File: src/rtl/bfha_pkg.sv
`default_nettype none
package bfha_pkg;

   localparam int MAX_BLOCKS   = 32;
   localparam int IDX_BITS     = $clog2(MAX_BLOCKS);
   localparam int HEADER_BYTES = 12;
   localparam int OFFSET_BITS  = 24;
   localparam int SPLIT_MIN    = 48;
   localparam int HEAP_MIN     = 64;
   localparam int HEAP_MAX     = 16777216;
   localparam int HEAP_BITS    = 25;
   localparam int REQ_BITS     = 24;
   localparam int ADDR_BITS    = 32;
   localparam int STAMP_BITS   = 32;
   localparam int CSR_IDX_BITS = 1;
   localparam int CSR_DATA_BITS = 32;
   localparam int HEAP_RESET   = 1048576;

   localparam longint HEAP_LIMIT_RAW = longint'(1) << OFFSET_BITS;
   localparam longint HEAP_LIMIT = (HEAP_LIMIT_RAW > HEAP_MAX) ? HEAP_MAX : HEAP_LIMIT_RAW;

   localparam logic [CSR_IDX_BITS-1:0] CSR_HEAP_BASE  = 1'b0;
   localparam logic [CSR_IDX_BITS-1:0] CSR_HEAP_BYTES = 1'b1;

   localparam logic OP_ALLOC = 1'b0;
   localparam logic OP_FREE  = 1'b1;

   typedef enum logic [1:0] {
      STATUS_OK       = 2'd0,
      STATUS_NO_FIT   = 2'd1,
      STATUS_BAD_FREE = 2'd2
   } status_type;

   typedef struct packed {
      logic [OFFSET_BITS-1:0] offset;
      logic [OFFSET_BITS-1:0] size;
      logic [STAMP_BITS-1:0]  stamp;
      logic                   is_free;
   } entry_type;

endpackage
`default_nettype wire

File: src/rtl/bfha_req_if.sv
`default_nettype none
interface bfha_req_if;
   logic                          valid;
   logic                          ready;
   logic                          opcode;
   logic [bfha_pkg::REQ_BITS-1:0]  request_bytes;
   logic [bfha_pkg::ADDR_BITS-1:0] free_address;

   modport source (output valid, opcode, request_bytes, free_address, input ready);
   modport sink (input valid, opcode, request_bytes, free_address, output ready);
endinterface
`default_nettype wire

File: src/rtl/bfha_rsp_if.sv
`default_nettype none
interface bfha_rsp_if;
   logic                          valid;
   logic                          ready;
   logic [1:0]                    status;
   logic [bfha_pkg::ADDR_BITS-1:0] granted_address;

   modport source (output valid, status, granted_address, input ready);
   modport sink (input valid, status, granted_address, output ready);
endinterface
`default_nettype wire

File: src/rtl/best_fit_heap_allocator_unit.sv
// Best-fit heap allocator over a table of up to 32 blocks kept in one memory.
// A request beat on req_chan carries an opcode (allocate or free), the bytes
// wanted and the address given back. Each request yields exactly one response
// beat on rsp_chan with a status and, for a granted allocate, the payload
// address.
// A request reads every table entry once through the memory's read port: the
// scan reads each entry and compares it, one state decides, up to two
// write-back states update the table, and then the response register is
// loaded. No new request is accepted until the response register is loaded
// and the unit is back in idle. One request is worked on at a time.
// The response sits in an output register; a new request is accepted while
// that beat still waits, but its result is held until the receiver takes the
// older one. A stalled receiver therefore stops the input once a second result
// is waiting behind the stalled beat.
// Reset, and any write of heap_bytes on the csr port, rebuild the table with
// one free block in the init state, and no request is accepted until the
// rebuild is done. Configuration writes are taken in every cycle.
`default_nettype none
module best_fit_heap_allocator_unit (
   input  wire logic                                clock,
   input  wire logic                                reset,
   bfha_req_if.sink                                 req_chan,
   bfha_rsp_if.source                               rsp_chan,
   input  wire logic                                csr_write_enable,
   input  wire logic [bfha_pkg::CSR_IDX_BITS-1:0]   csr_index,
   input  wire logic [bfha_pkg::CSR_DATA_BITS-1:0]  csr_write_data
);

   localparam int IB = bfha_pkg::IDX_BITS;
   localparam int OB = bfha_pkg::OFFSET_BITS;
   localparam int AB = bfha_pkg::ADDR_BITS;
   localparam int HB = bfha_pkg::HEAP_BITS;

   typedef enum logic [6:0] {
      ST_IDLE     = 7'b0000001,
      ST_INIT     = 7'b0000010,
      ST_SCAN     = 7'b0000100,
      ST_DECIDE   = 7'b0001000,
      ST_WB_SPLIT = 7'b0010000,
      ST_WB_BEST  = 7'b0100000,
      ST_DONE     = 7'b1000000
   } state_type;

   state_type state_ff, state_in;

   logic [AB-1:0] heap_base_ff;
   logic [HB-1:0] heap_bytes_ff;
   logic          init_pending_ff;
   logic [HB-1:0] heap_write_value;

   bfha_pkg::entry_type mem [bfha_pkg::MAX_BLOCKS];
   bfha_pkg::entry_type rd_ff;
   logic                mem_we;
   logic [IB-1:0]       mem_waddr;
   bfha_pkg::entry_type mem_wdata;

   logic [bfha_pkg::MAX_BLOCKS-1:0] valid_ff;
   logic [bfha_pkg::STAMP_BITS-1:0] stamp_ff;

   logic                            op_ff;
   logic [bfha_pkg::REQ_BITS-1:0]   req_ff;
   logic [AB-1:0]                   rel_ff;
   logic [IB:0]                     issue_ff;
   logic                            cmp_vld_ff;
   logic [IB-1:0]                   cmp_idx_ff;
   logic                            found_ff;
   logic [IB-1:0]                   best_idx_ff;
   bfha_pkg::entry_type             best_ff;
   logic                            slot_found_ff;
   logic [IB-1:0]                   slot_idx_ff;
   logic                            split_ff;
   bfha_pkg::status_type            res_status_ff;
   logic [AB-1:0]                   res_addr_ff;

   logic                            rsp_valid_ff;
   logic [1:0]                      rsp_status_ff;
   logic [AB-1:0]                   rsp_addr_ff;

   logic          req_fire;
   logic          rsp_free;
   logic          cand_ok;
   logic          cand_better;
   logic          free_ok;
   logic [OB-1:0] req_ext;
   logic [OB-1:0] excess;
   logic          split_ok;

   assign req_fire = req_chan.valid && req_chan.ready;
   assign rsp_free = !rsp_valid_ff || rsp_chan.ready;
   assign req_chan.ready = (state_ff == ST_IDLE) && !init_pending_ff;

   assign rsp_chan.valid           = rsp_valid_ff;
   assign rsp_chan.status          = rsp_status_ff;
   assign rsp_chan.granted_address = rsp_addr_ff;

   // Clamp the written heap size into the supported range.
   always_comb begin
      heap_write_value = csr_write_data[HB-1:0];
      if (heap_write_value < HB'(bfha_pkg::HEAP_MIN)) begin
         heap_write_value = HB'(bfha_pkg::HEAP_MIN);
      end else if (heap_write_value > HB'(bfha_pkg::HEAP_LIMIT)) begin
         heap_write_value = HB'(bfha_pkg::HEAP_LIMIT);
      end
   end

   always_ff @(posedge clock) begin
      if (reset) begin
         heap_base_ff    <= '0;
         heap_bytes_ff   <= HB'(bfha_pkg::HEAP_RESET > bfha_pkg::HEAP_LIMIT ?
                                bfha_pkg::HEAP_LIMIT : bfha_pkg::HEAP_RESET);
         init_pending_ff <= 1'b1;
      end else begin
         // A heap_bytes write arriving during the rebuild asks for another one.
         if (csr_write_enable && (csr_index == bfha_pkg::CSR_HEAP_BYTES)) begin
            init_pending_ff <= 1'b1;
         end else if (state_ff == ST_INIT) begin
            init_pending_ff <= 1'b0;
         end
         if (csr_write_enable) begin
            unique case (csr_index)
               bfha_pkg::CSR_HEAP_BASE: begin
                  heap_base_ff <= csr_write_data[AB-1:0];
               end
               bfha_pkg::CSR_HEAP_BYTES: begin
                  heap_bytes_ff <= heap_write_value;
               end
               default: begin
               end
            endcase
         end
      end
   end

   // Entry compare on the registered read data.
   assign req_ext     = OB'(req_ff);
   assign cand_ok     = valid_ff[cmp_idx_ff] && rd_ff.is_free && (rd_ff.size >= req_ext);
   assign cand_better = !found_ff || (rd_ff.size < best_ff.size) ||
                        ((rd_ff.size == best_ff.size) && (rd_ff.stamp > best_ff.stamp));
   assign free_ok     = valid_ff[cmp_idx_ff] && !rd_ff.is_free &&
                        (AB'(rd_ff.offset) == rel_ff);
   assign excess      = best_ff.size - req_ext;
   assign split_ok    = slot_found_ff && (excess >= OB'(bfha_pkg::SPLIT_MIN)) &&
                        (excess >= OB'(bfha_pkg::HEADER_BYTES));

   always_comb begin
      state_in = state_ff;
      unique case (state_ff)
         ST_IDLE: begin
            if (init_pending_ff) begin
               state_in = ST_INIT;
            end else if (req_fire) begin
               state_in = ST_SCAN;
            end
         end
         ST_INIT: begin
            state_in = ST_IDLE;
         end
         ST_SCAN: begin
            if (cmp_vld_ff && (cmp_idx_ff == IB'(bfha_pkg::MAX_BLOCKS - 1))) begin
               state_in = ST_DECIDE;
            end
         end
         ST_DECIDE: begin
            if (!found_ff) begin
               state_in = ST_DONE;
            end else if (op_ff == bfha_pkg::OP_ALLOC && split_ok) begin
               state_in = ST_WB_SPLIT;
            end else begin
               state_in = ST_WB_BEST;
            end
         end
         ST_WB_SPLIT: begin
            state_in = ST_WB_BEST;
         end
         ST_WB_BEST: begin
            state_in = ST_DONE;
         end
         ST_DONE: begin
            if (rsp_free) begin
               state_in = ST_IDLE;
            end
         end
         default: begin
            state_in = ST_IDLE;
         end
      endcase
   end

   // Write port selection; the read port reads in every cycle, but its data is only
   // used during the scan, when no write takes place.
   always_comb begin
      mem_we    = 1'b0;
      mem_waddr = best_idx_ff;
      mem_wdata = best_ff;
      unique case (state_ff)
         ST_INIT: begin
            mem_we            = 1'b1;
            mem_waddr         = '0;
            mem_wdata.offset  = '0;
            mem_wdata.size    = OB'(heap_bytes_ff - HB'(bfha_pkg::HEADER_BYTES));
            mem_wdata.stamp   = '0;
            mem_wdata.is_free = 1'b1;
         end
         ST_WB_SPLIT: begin
            mem_we            = 1'b1;
            mem_waddr         = slot_idx_ff;
            mem_wdata.offset  = best_ff.offset + OB'(bfha_pkg::HEADER_BYTES) + req_ext;
            mem_wdata.size    = excess - OB'(bfha_pkg::HEADER_BYTES);
            mem_wdata.stamp   = stamp_ff;
            mem_wdata.is_free = 1'b1;
         end
         ST_WB_BEST: begin
            mem_we = 1'b1;
            if (op_ff == bfha_pkg::OP_ALLOC) begin
               mem_wdata.is_free = 1'b0;
               if (split_ff) begin
                  mem_wdata.size = req_ext;
               end
            end else begin
               mem_wdata.is_free = 1'b1;
               mem_wdata.stamp   = stamp_ff;
            end
         end
         default: begin
         end
      endcase
   end

   always_ff @(posedge clock) begin
      if (mem_we) begin
         mem[mem_waddr] <= mem_wdata;
      end
      rd_ff <= mem[issue_ff[IB-1:0]];
   end

   always_ff @(posedge clock) begin
      if (reset) begin
         state_ff     <= ST_IDLE;
         valid_ff     <= '0;
         stamp_ff     <= 1;
         cmp_vld_ff   <= 1'b0;
         rsp_valid_ff <= 1'b0;
      end else begin
         state_ff <= state_in;
         if (state_ff == ST_DONE && rsp_free) begin
            rsp_valid_ff <= 1'b1;
         end else if (rsp_valid_ff && rsp_chan.ready) begin
            rsp_valid_ff <= 1'b0;
         end
         unique case (state_ff)
            ST_INIT: begin
               valid_ff <= bfha_pkg::MAX_BLOCKS'(1);
               stamp_ff <= 1;
            end
            ST_WB_SPLIT: begin
               valid_ff[slot_idx_ff] <= 1'b1;
               stamp_ff              <= stamp_ff + 1'b1;
            end
            ST_WB_BEST: begin
               if (op_ff == bfha_pkg::OP_FREE) begin
                  stamp_ff <= stamp_ff + 1'b1;
               end
            end
            default: begin
            end
         endcase
         cmp_vld_ff <= (state_ff == ST_SCAN) &&
                       (issue_ff < (IB + 1)'(bfha_pkg::MAX_BLOCKS));
      end
   end

   always_ff @(posedge clock) begin
      cmp_idx_ff <= issue_ff[IB-1:0];
      if (req_fire) begin
         op_ff         <= req_chan.opcode;
         req_ff        <= req_chan.request_bytes;
         rel_ff        <= req_chan.free_address - heap_base_ff - AB'(bfha_pkg::HEADER_BYTES);
         issue_ff      <= '0;
         found_ff      <= 1'b0;
         slot_found_ff <= 1'b0;
      end else if (state_ff == ST_SCAN) begin
         if (issue_ff < (IB + 1)'(bfha_pkg::MAX_BLOCKS)) begin
            issue_ff <= issue_ff + 1'b1;
         end
         if (cmp_vld_ff) begin
            if (op_ff == bfha_pkg::OP_ALLOC) begin
               if (cand_ok && cand_better) begin
                  found_ff    <= 1'b1;
                  best_idx_ff <= cmp_idx_ff;
                  best_ff     <= rd_ff;
               end
            end else if (free_ok && !found_ff) begin
               found_ff    <= 1'b1;
               best_idx_ff <= cmp_idx_ff;
               best_ff     <= rd_ff;
            end
            if (!valid_ff[cmp_idx_ff] && !slot_found_ff) begin
               slot_found_ff <= 1'b1;
               slot_idx_ff   <= cmp_idx_ff;
            end
         end
      end
      if (state_ff == ST_DECIDE) begin
         split_ff    <= (op_ff == bfha_pkg::OP_ALLOC) && split_ok;
         res_addr_ff <= '0;
         if (!found_ff) begin
            res_status_ff <= (op_ff == bfha_pkg::OP_ALLOC) ? bfha_pkg::STATUS_NO_FIT :
                                                             bfha_pkg::STATUS_BAD_FREE;
         end else begin
            res_status_ff <= bfha_pkg::STATUS_OK;
            if (op_ff == bfha_pkg::OP_ALLOC) begin
               res_addr_ff <= heap_base_ff + AB'(best_ff.offset) +
                              AB'(bfha_pkg::HEADER_BYTES);
            end
         end
      end
      if (state_ff == ST_DONE && rsp_free) begin
         rsp_status_ff <= res_status_ff;
         rsp_addr_ff   <= res_addr_ff;
      end
   end

endmodule
`default_nettype wire

File: src/flat_wrapper.sv
// flat-port wrapper written by rule: the top's interface ports become plain ports
module best_fit_heap_allocator_unit_flat 
  (clock, reset, csr_write_enable, csr_index, csr_write_data, req_chan_valid, req_chan_opcode, req_chan_request_bytes, req_chan_free_address, req_chan_ready, rsp_chan_valid, rsp_chan_status, rsp_chan_granted_address, rsp_chan_ready);
  bfha_req_if req_chan_i ();
  bfha_rsp_if rsp_chan_i ();
  input  wire logic clock;
  input  wire logic reset;
  input  wire logic csr_write_enable;
  input  wire logic [bfha_pkg::CSR_IDX_BITS-1:0] csr_index;
  input  wire logic [bfha_pkg::CSR_DATA_BITS-1:0] csr_write_data;
  input wire logic [$bits(req_chan_i.valid)-1:0] req_chan_valid;
  input wire logic [$bits(req_chan_i.opcode)-1:0] req_chan_opcode;
  input wire logic [$bits(req_chan_i.request_bytes)-1:0] req_chan_request_bytes;
  input wire logic [$bits(req_chan_i.free_address)-1:0] req_chan_free_address;
  output wire logic [$bits(req_chan_i.ready)-1:0] req_chan_ready;
  output wire logic [$bits(rsp_chan_i.valid)-1:0] rsp_chan_valid;
  output wire logic [$bits(rsp_chan_i.status)-1:0] rsp_chan_status;
  output wire logic [$bits(rsp_chan_i.granted_address)-1:0] rsp_chan_granted_address;
  input wire logic [$bits(rsp_chan_i.ready)-1:0] rsp_chan_ready;
  assign req_chan_i.valid = req_chan_valid;
  assign req_chan_i.opcode = req_chan_opcode;
  assign req_chan_i.request_bytes = req_chan_request_bytes;
  assign req_chan_i.free_address = req_chan_free_address;
  assign req_chan_ready = req_chan_i.ready;
  assign rsp_chan_valid = rsp_chan_i.valid;
  assign rsp_chan_status = rsp_chan_i.status;
  assign rsp_chan_granted_address = rsp_chan_i.granted_address;
  assign rsp_chan_i.ready = rsp_chan_ready;
  best_fit_heap_allocator_unit u_core (.clock(clock), .reset(reset), .req_chan(req_chan_i), .rsp_chan(rsp_chan_i), .csr_write_enable(csr_write_enable), .csr_index(csr_index), .csr_write_data(csr_write_data));
endmodule
File: config.mk
export PLATFORM = sky130hd
export DESIGN_NAME = best_fit_heap_allocator_unit_flat
export DESIGN_NICKNAME = d
export VERILOG_FILES = /design/src/rtl/bfha_pkg.sv /design/src/rtl/bfha_req_if.sv /design/src/rtl/bfha_rsp_if.sv /design/src/rtl/best_fit_heap_allocator_unit.sv /design/src/flat_wrapper.sv
export SDC_FILE = /design/constraint.sdc
export NUM_CORES = 2
export LEC_CHECK = 0
export BUFFER_PORTS_ARGS = -buffer_cell sky130_fd_sc_hd__buf_2
export CORE_MARGIN = 3
export CORE_UTILIZATION = 40
export DETAILED_ROUTE_END_ITERATION = 6
export PLACE_DENSITY = 0.53
export SLEW_MARGIN = 10
export SYNTH_ARGS = -nofsm -noshare
export SYNTH_HDL_FRONTEND = slang
export SYNTH_SLANG_ARGS = --single-unit
export TNS_END_PERCENT = 1
File: constraint.sdc
create_clock -name clock -period 27.4 [get_ports clock]
set_input_delay 1.37 -clock clock [delete_from_list [all_inputs] [get_ports clock]]
set_output_delay 1.37 -clock clock [all_outputs]
set_load 0.05 [all_outputs]
Yosys cells after proc, flatten, opt, wreduce, memory -nomap -nowiden
Memory sizes are Yosys's and may differ from the RTL's. A register that Yosys moved wholly into a read port is not among the register bits.
Cells that the tools add are included.
Operators by class
  add/sub/neg operators: 11
  multipliers: 0
  divide/modulo/power cells: 0
  $lt $le $gt $ge: 11
  equality and inequality tests: 15
  shift-type cells: 0
  mux-type cells: 38
  bitwise gates (word level): 5
  reductions and logical operators: 44
Operators by type and width (number)
  $mux W81: 3
  $pmux W57 S3: 1
  $mux W24: 4
  $pmux W32 S3: 1
  $mux W32: 2
  $pmux W32 S2: 1
  $pmux W24 S2: 1
  $sub A24 B4 Y24 const B: 2
  $pmux W7 S6: 1
  $mux W7: 5
  $add A32 B1 Y32 const B: 1
  $add A32 B24 Y32: 1
  $add A32 B4 Y32 const B: 1
  $eq A24 B32 Y1: 1
  $gt A32 B32 Y1: 1
  $or A32 B32 Y32: 1
  $sub A32 B32 Y32: 1
  $sub A32 B4 Y32 const B: 1
  $gt A25 B25 Y1 const B: 1
  $lt A25 B7 Y1 const B: 1
  $add A24 B24 Y24: 1
  $add A24 B4 Y24 const B: 1
  $eq A24 B24 Y1: 1
  $ge A24 B24 Y1: 1
  38 further kinds: 89
Word-level totals
  register bits after elaboration: 360
  bits in latches: 0
  bits in writable memories: 2592
  memory bits (read-only): 0
  input bits: 95
  output and inout port bits: 36
  logic and storage cells: 151
  memories: 1
Memory list
  u_core.mem: depth 32, bits a word 81, rd ports 1, clocked after memory_dff 1, write ports 1, line best_fit_heap_allocator_unit.sv:51  | bfha_pkg::entry_type mem [bfha_pkg::MAX_BLOCKS];

Longest topological paths before layout
  depth in word-level cells: 8
  depth in mapped cells: 15
  gate-level depth less buffers: 15

Worst setup path after synthesis
OpenSTA, ideal clock, no wires.
  kind: reg2reg
  from: reg u_core.best_ff[34] (netlist bit)
  to: reg u_core.best_ff[0] (netlist bit) (enable)
  library setup time: 0.688 ns
  arrival time: 8.826 ns
  required time: 26.712 ns
  slack: 17.885 ns
  cell stages (with the launch flop): 12
  buffers on the path: 0
  clock period less this slack: 9.515 ns
  cell sequence: edfxtp_1 > inv_1 > ha_1 > nor2b_1 > o21a_1 > o21a_1 > o21a_1 > o21a_1 > o21ai_0 > a211o_1 > nand4b_1 > a311oi_1
Between the ends
  word-level cells in the longest chain between the ends: 6
  elaborated cells between the ends (all ways): 8
  those cells by class: 1 x order compare; 1 x eq/ne; 6 x reduce/logical
RTL lines
  start, declared: line best_fit_heap_allocator_unit.sv:68  | bfha_pkg::entry_type best_ff;
  start signal, assigned: line best_fit_heap_allocator_unit.sv:290  | best_ff <= rd_ff;
  start signal, assigned: line best_fit_heap_allocator_unit.sv:295  | best_ff <= rd_ff;
  $lt A24 B24 Y1 or $eq A24 B24 Y1 (tied branches): line best_fit_heap_allocator_unit.sv:137, best_fit_heap_allocator_unit.sv:138
  $logic_or A1 B1 Y1 or $logic_and A1 B1 Y1 (tied branches): line best_fit_heap_allocator_unit.sv:137, best_fit_heap_allocator_unit.sv:138
  $logic_or A1 B1 Y1 (*): line best_fit_heap_allocator_unit.sv:137  | assign cand_better = !found_ff || (rd_ff.size < best_ff.size) ||
  $logic_and A1 B1 Y1 (*): line best_fit_heap_allocator_unit.sv:287  | if (cand_ok && cand_better) begin
  $reduce_bool A2 Y1 (no line) (*)
  $reduce_and A5 Y1 (no line) (*)
Mark *: on every way between the ends. The rest lies on a longest branch, timed or not.
A chain may end at the register's enable or synchronous reset.

Final worst setup path
  from: reg u_core.state_ff[0]
  to: mem u_core.mem[17][70] (netlist bit) (enable)
Between the ends
  word-level cells in the longest chain between the ends: 5
  elaborated cells between the ends (all ways): 8
  those cells by class: 3 x eq/ne; 4 x mux; 1 x reduce/logical
RTL lines
  start, declared: line best_fit_heap_allocator_unit.sv:44  | state_type state_ff, state_in;
  start signal, assigned: line best_fit_heap_allocator_unit.sv:244  | state_ff <= state_in;
  $eq A7 B5 Y1 (tied with other cells): line best_fit_heap_allocator_unit.sv:195  | unique case (state_ff)
  $reduce_or A3 Y1 (no line)
  $mux W1: line best_fit_heap_allocator_unit.sv:195
  $mux W1: line best_fit_heap_allocator_unit.sv:230  | if (mem_we) begin
  $mux W1 (not written as such): line best_fit_heap_allocator_unit.sv:231  | mem[mem_waddr] <= mem_wdata;
  end, declared: line best_fit_heap_allocator_unit.sv:51
Several ways; a longest one is shown, not always the timed one.

==> results.json <==
{
  "r2r_start": "u_core.state_ff[0]",
  "crit_required_ns": 27.91,
  "nets": 6978,
  "irDropWorstVdd_v": 0.00007461,
  "ys_ff_latch": 3033,
  "utilization_pct": 46.18,
  "maxSlewViolCount": 0,
  "core-area_mm2": 0.3038,
  "fin_crit_sh_pct": 21.54,
  "power_density_mw_per_mm2": 90.90,
  "cts_tree": "done",
  "synth_cell_types": 90,
  "clk_pin_slew_ns": 0.08,
  "initial_core_util_pct": 40.35,
  "startpoint_type": "flip-flop",
  "max_cap_violations": 0,
  "synthesis.area_mm2": 0.1226,
  "fin_area_mm2": 0.1403,
  "synthArstFlopShare_pct": 0,
  "seqPwrFrac_pct": 42.3,
  "clk_latency_ns": 0.92,
  "p_leak_nw": 45.87,
  "cts_sinks": 3033,
  "holdCritPathClass": "reg -> reg",
  "min-delay-start": "u_core.res_addr_ff[27]",
  "grt_overflow_total": 0,
  "grt_pass1_wl_um": 479800,
  "power.total_mw": 12.75,
  "switching_power_mw": 3.557,
  "worst_pin_slew_ns": 1.240,
  "reg2reg_slack_ns": 21.50,
  "reg2reg_to": "u_core.mem[17][70]",
  "route.detailed.drc": 0,
  "ff2ff_path_depth": 8,
  "p_clk_share_pct": 34.6,
  "setup_tns_ns": 0,
  "min_delay_worst_endpoint": "u_core.rsp_chan.granted_address[27]",
  "cp_max_fo": 33,
  "outcome": "finished clean",
  "root_buffer": "clkbuf_16",
  "die_h_um": 559.6,
  "wl_per_cell_um": 30.70,
  "grt_max_degree": 111,
  "clock-skew-final_ns": 0.07139,
  "post_cts_resized": 0,
  "synth-edff-count": 2809,
  "cts_buffers": 329,
  "min_delay_path_depth": 0,
  "placed_cell_area_mm2": 0.1295,
  "ant_nets": 0,
  "synth_cells": 6251,
  "h-tree-depth": 5,
  "finalSetupViolations": 0,
  "rows": 202,
  "hold_buffers": 0,
  "maxSlewHeadroom_pct": 17.35,
  "antenna_found_initial": 19,
  "drive_above_1_share_pct": 26.72,
  "vias": 62280,
  "grt_pass1_vias": 62980,
  "port_buffers": 130,
  "die_w_um": 559.6,
  "synth-main-ff-cell": "edfxtp_1",
  "hpwl_um": 197600,
  "drt-pass1-iter-count": 6,
  "cp-end-kind": "flip-flop",
  "clock.fmax_ghz": 0.1694,
  "grt_usage_pct": 21.25,
  "path_class": "reg -> reg",
  "yosysWarnings": 0,
  "viasPerCell": 5.674,
  "post_cts_buffers": 0,
  "worstPathArrival_ns": 6.42,
  "power_frac_comb_pct": 23.1,
  "cts_buffer_depth": 4,
  "wl_um": 337000,
  "p_int_mw": 9.196,
  "ioPinCount": 131,
  "grt_setup_unrepaired": "false",
  "layout_min_cycle_time_ns": 5.903,
  "report.final.hold_viol_count": 0,
  "syn_avg_cell_area_um2": 19.61,
  "die_area_mm2": 0.3131,
  "synth_nets": 6611,
  "place_congestion": 0.8870,
  "drtIter0Drc": 6402,
  "ys_seq_area_share_pct": 72.47,
  "p_sw_share_pct": 27.89,
  "syn2layout_area_growth_pct": 14.45
}
==> logic make-up after synthesis <==
| kind of cell | Yosys count | share of synthesized area [%] |
|---|---|---|
| AO/OA/AOI/OAI | 607 | 3.179 |
| multiplexers | 907 | 15.86 |
| XOR/XNOR | 172 | 1.229 |
| adder cells (fa/ha/maj) | 265 | 2.729 |
| AND/OR/NAND/NOR | 777 | 3.007 |
| flip-flops | 3033 | 72.47 |
| buffers and inverters | 490 | 1.525 |
==> power by group through the flow <==
stage          clock network, mW  registers (mW)  logic (mW)
2_1_floorplan                  0            5.31        2.12
3_3_place_gp                   0            5.50        3.00
3_5_place_dp                   0            5.49        3.00
4_1_cts                     4.51            5.40        3.01
5_1_grt                     4.68            5.40        3.14
6_report                    4.41            5.39        2.95
==> cell usage after synthesis (5+ instances only) <==
| cell type | count | area [um2] |
|---|---|---|
| a211oi_1 | 21 | 157.7 |
| or4_1 | 8 | 60.06 |
| a2111oi_0 | 6 | 52.55 |
| nor4_1 | 16 | 100.1 |
| a221oi_1 | 8 | 70.07 |
| nand3b_1 | 7 | 52.55 |
| inv_1 | 220 | 825.8 |
| edfxtp_1 | 2809 | 84350 |
| and3_1 | 21 | 131.4 |
| o31ai_1 | 13 | 97.59 |
| mux4_2 | 820 | 18470 |
| o21ai_1 | 7 | 35.03 |
| nor3_1 | 42 | 210.2 |
| a221o_1 | 6 | 60.06 |
| nand2_1 | 255 | 957.2 |
| ha_1 | 261 | 3266 |
| a21oi_1 | 205 | 1026 |
| clkbuf_1 | 206 | 773.2 |
| mux2i_1 | 5 | 50.05 |
| xnor2_1 | 89 | 779.5 |
| o21ai_0 | 129 | 645.6 |
| mux2_2 | 81 | 912.1 |
| a311oi_1 | 5 | 43.79 |
| o21bai_1 | 14 | 105.1 |
| o21a_1 | 24 | 180.2 |
| nor2b_1 | 24 | 150.1 |
| a21o_1 | 56 | 420.4 |
| or3_1 | 19 | 118.9 |
| and2_1 | 8 | 50.05 |
| nand4_1 | 27 | 168.9 |
| xor2_1 | 83 | 727.0 |
| nand3_1 | 48 | 240.2 |
| nor3b_1 | 8 | 60.06 |
| buf_2 | 6 | 30.03 |
| o22ai_1 | 6 | 37.54 |
| or2_2 | 12 | 75.07 |
| a22o_1 | 23 | 201.4 |
| buf_1 | 54 | 202.7 |
| nor2_1 | 225 | 844.6 |
| nand2b_1 | 30 | 187.7 |
| o211ai_1 | 7 | 52.55 |
| a31oi_1 | 25 | 156.4 |
| dfxtp_1 | 224 | 4484 |
==> worst max-delay path, stage by stage, from the launching register on <==
cell and delay (ns):
dfxtp_1 0.37, or4_1 0.67, or2_2 0.68, nand2_1 0.76
o21ai_0 0.20, or2_2 0.49, nor2_4 0.87, buf_4 0.66
buf_4 0.66
==> sequential cells by signal, indices dropped and copies added, names as in the netlist, 7 cells and up <==
name / flops
u_core.heap_bytes_ff: 24
u_core.rd_ff: 81
u_core.mem: 2592
u_core.res_addr_ff: 32
u_core.rsp_chan.granted_address: 32
u_core.req_ext: 24
u_core.valid_ff: 32
u_core.heap_base_ff: 32
u_core.state_ff: 7
u_core.best_ff: 81
u_core.stamp_ff: 32
u_core.rel_ff: 32
==> final cells by class <==
class	count	area [um2]
well taps	4080	5105
diodes	7	17.52
clock inverters	180	1795
fillers	25550	163500
multi-input cells	2728	32710
repair buffers	305	2027
flip-flops and latches	3033	88850
inverters	221	829.5
clock buffers	424	8955
==> per-layer routing <==
layer	vias to the layer above	GRT usage, %	share of wire, %
met5	-	0	0
met4	0	4.947	2.3
met3	412	3.142	6.0
met2	2024	33.81	47
met1	33620	31.04	44
li1	26230	-	-
==> how the worst max path moves through the flow <==
stage	depth (start not counted)	startpoint	slack, ns	endpoint
floorplan	11	u_core.best_ff[34]	17.89	u_core.best_ff[0]
global placement	8	u_core.state_ff[0]	21.47	u_core.mem[17][73]
detailed placement	8	u_core.state_ff[0]	21.48	u_core.mem[17][73]
CTS	8	u_core.state_ff[0]	21.48	u_core.mem[17][73]
global route	8	u_core.state_ff[0]	21.20	u_core.mem[17][73]
finish	8	u_core.state_ff[0]	21.50	u_core.mem[17][70]
==> metrics by stage <==
stage                     hold WS (ns)  cells  setup slack [ns]
final                           0.4133  10980             21.50
after global routing            0.4191  10970             21.20
after CTS                       0.4091  10970             21.48
after detailed placement        0.4045  10370             21.48
after global placement          0.4049  10370             21.47
after floorplan                 0.3290   6251             17.89
==> cell usage in the layout, fill, tap and decap left out, drive strengths merged, types with 10 or more instances in the layout <==
cell / instances
edfxtp: 2809
mux4: 820
clkbuf: 424
buf: 305
ha: 261
nand2: 255
inv: 234
nor2: 225
dfxtp: 224
a21oi: 205
clkinv: 137
o21ai: 136
xnor2: 89
xor2: 83
mux2: 82
a21o: 56
nand3: 48
nor3: 43
nand2b: 30
nand4: 27
bufinv: 26
a31oi: 25
o21a: 24
nor2b: 24
a211oi: 24
a22o: 23
and3: 23
nor4: 21
or3: 19
o21bai: 14
or2: 13
o31ai: 13
nor3b: 12
a221oi: 12
and2: 10
Power figures use the tool's default switching activity.
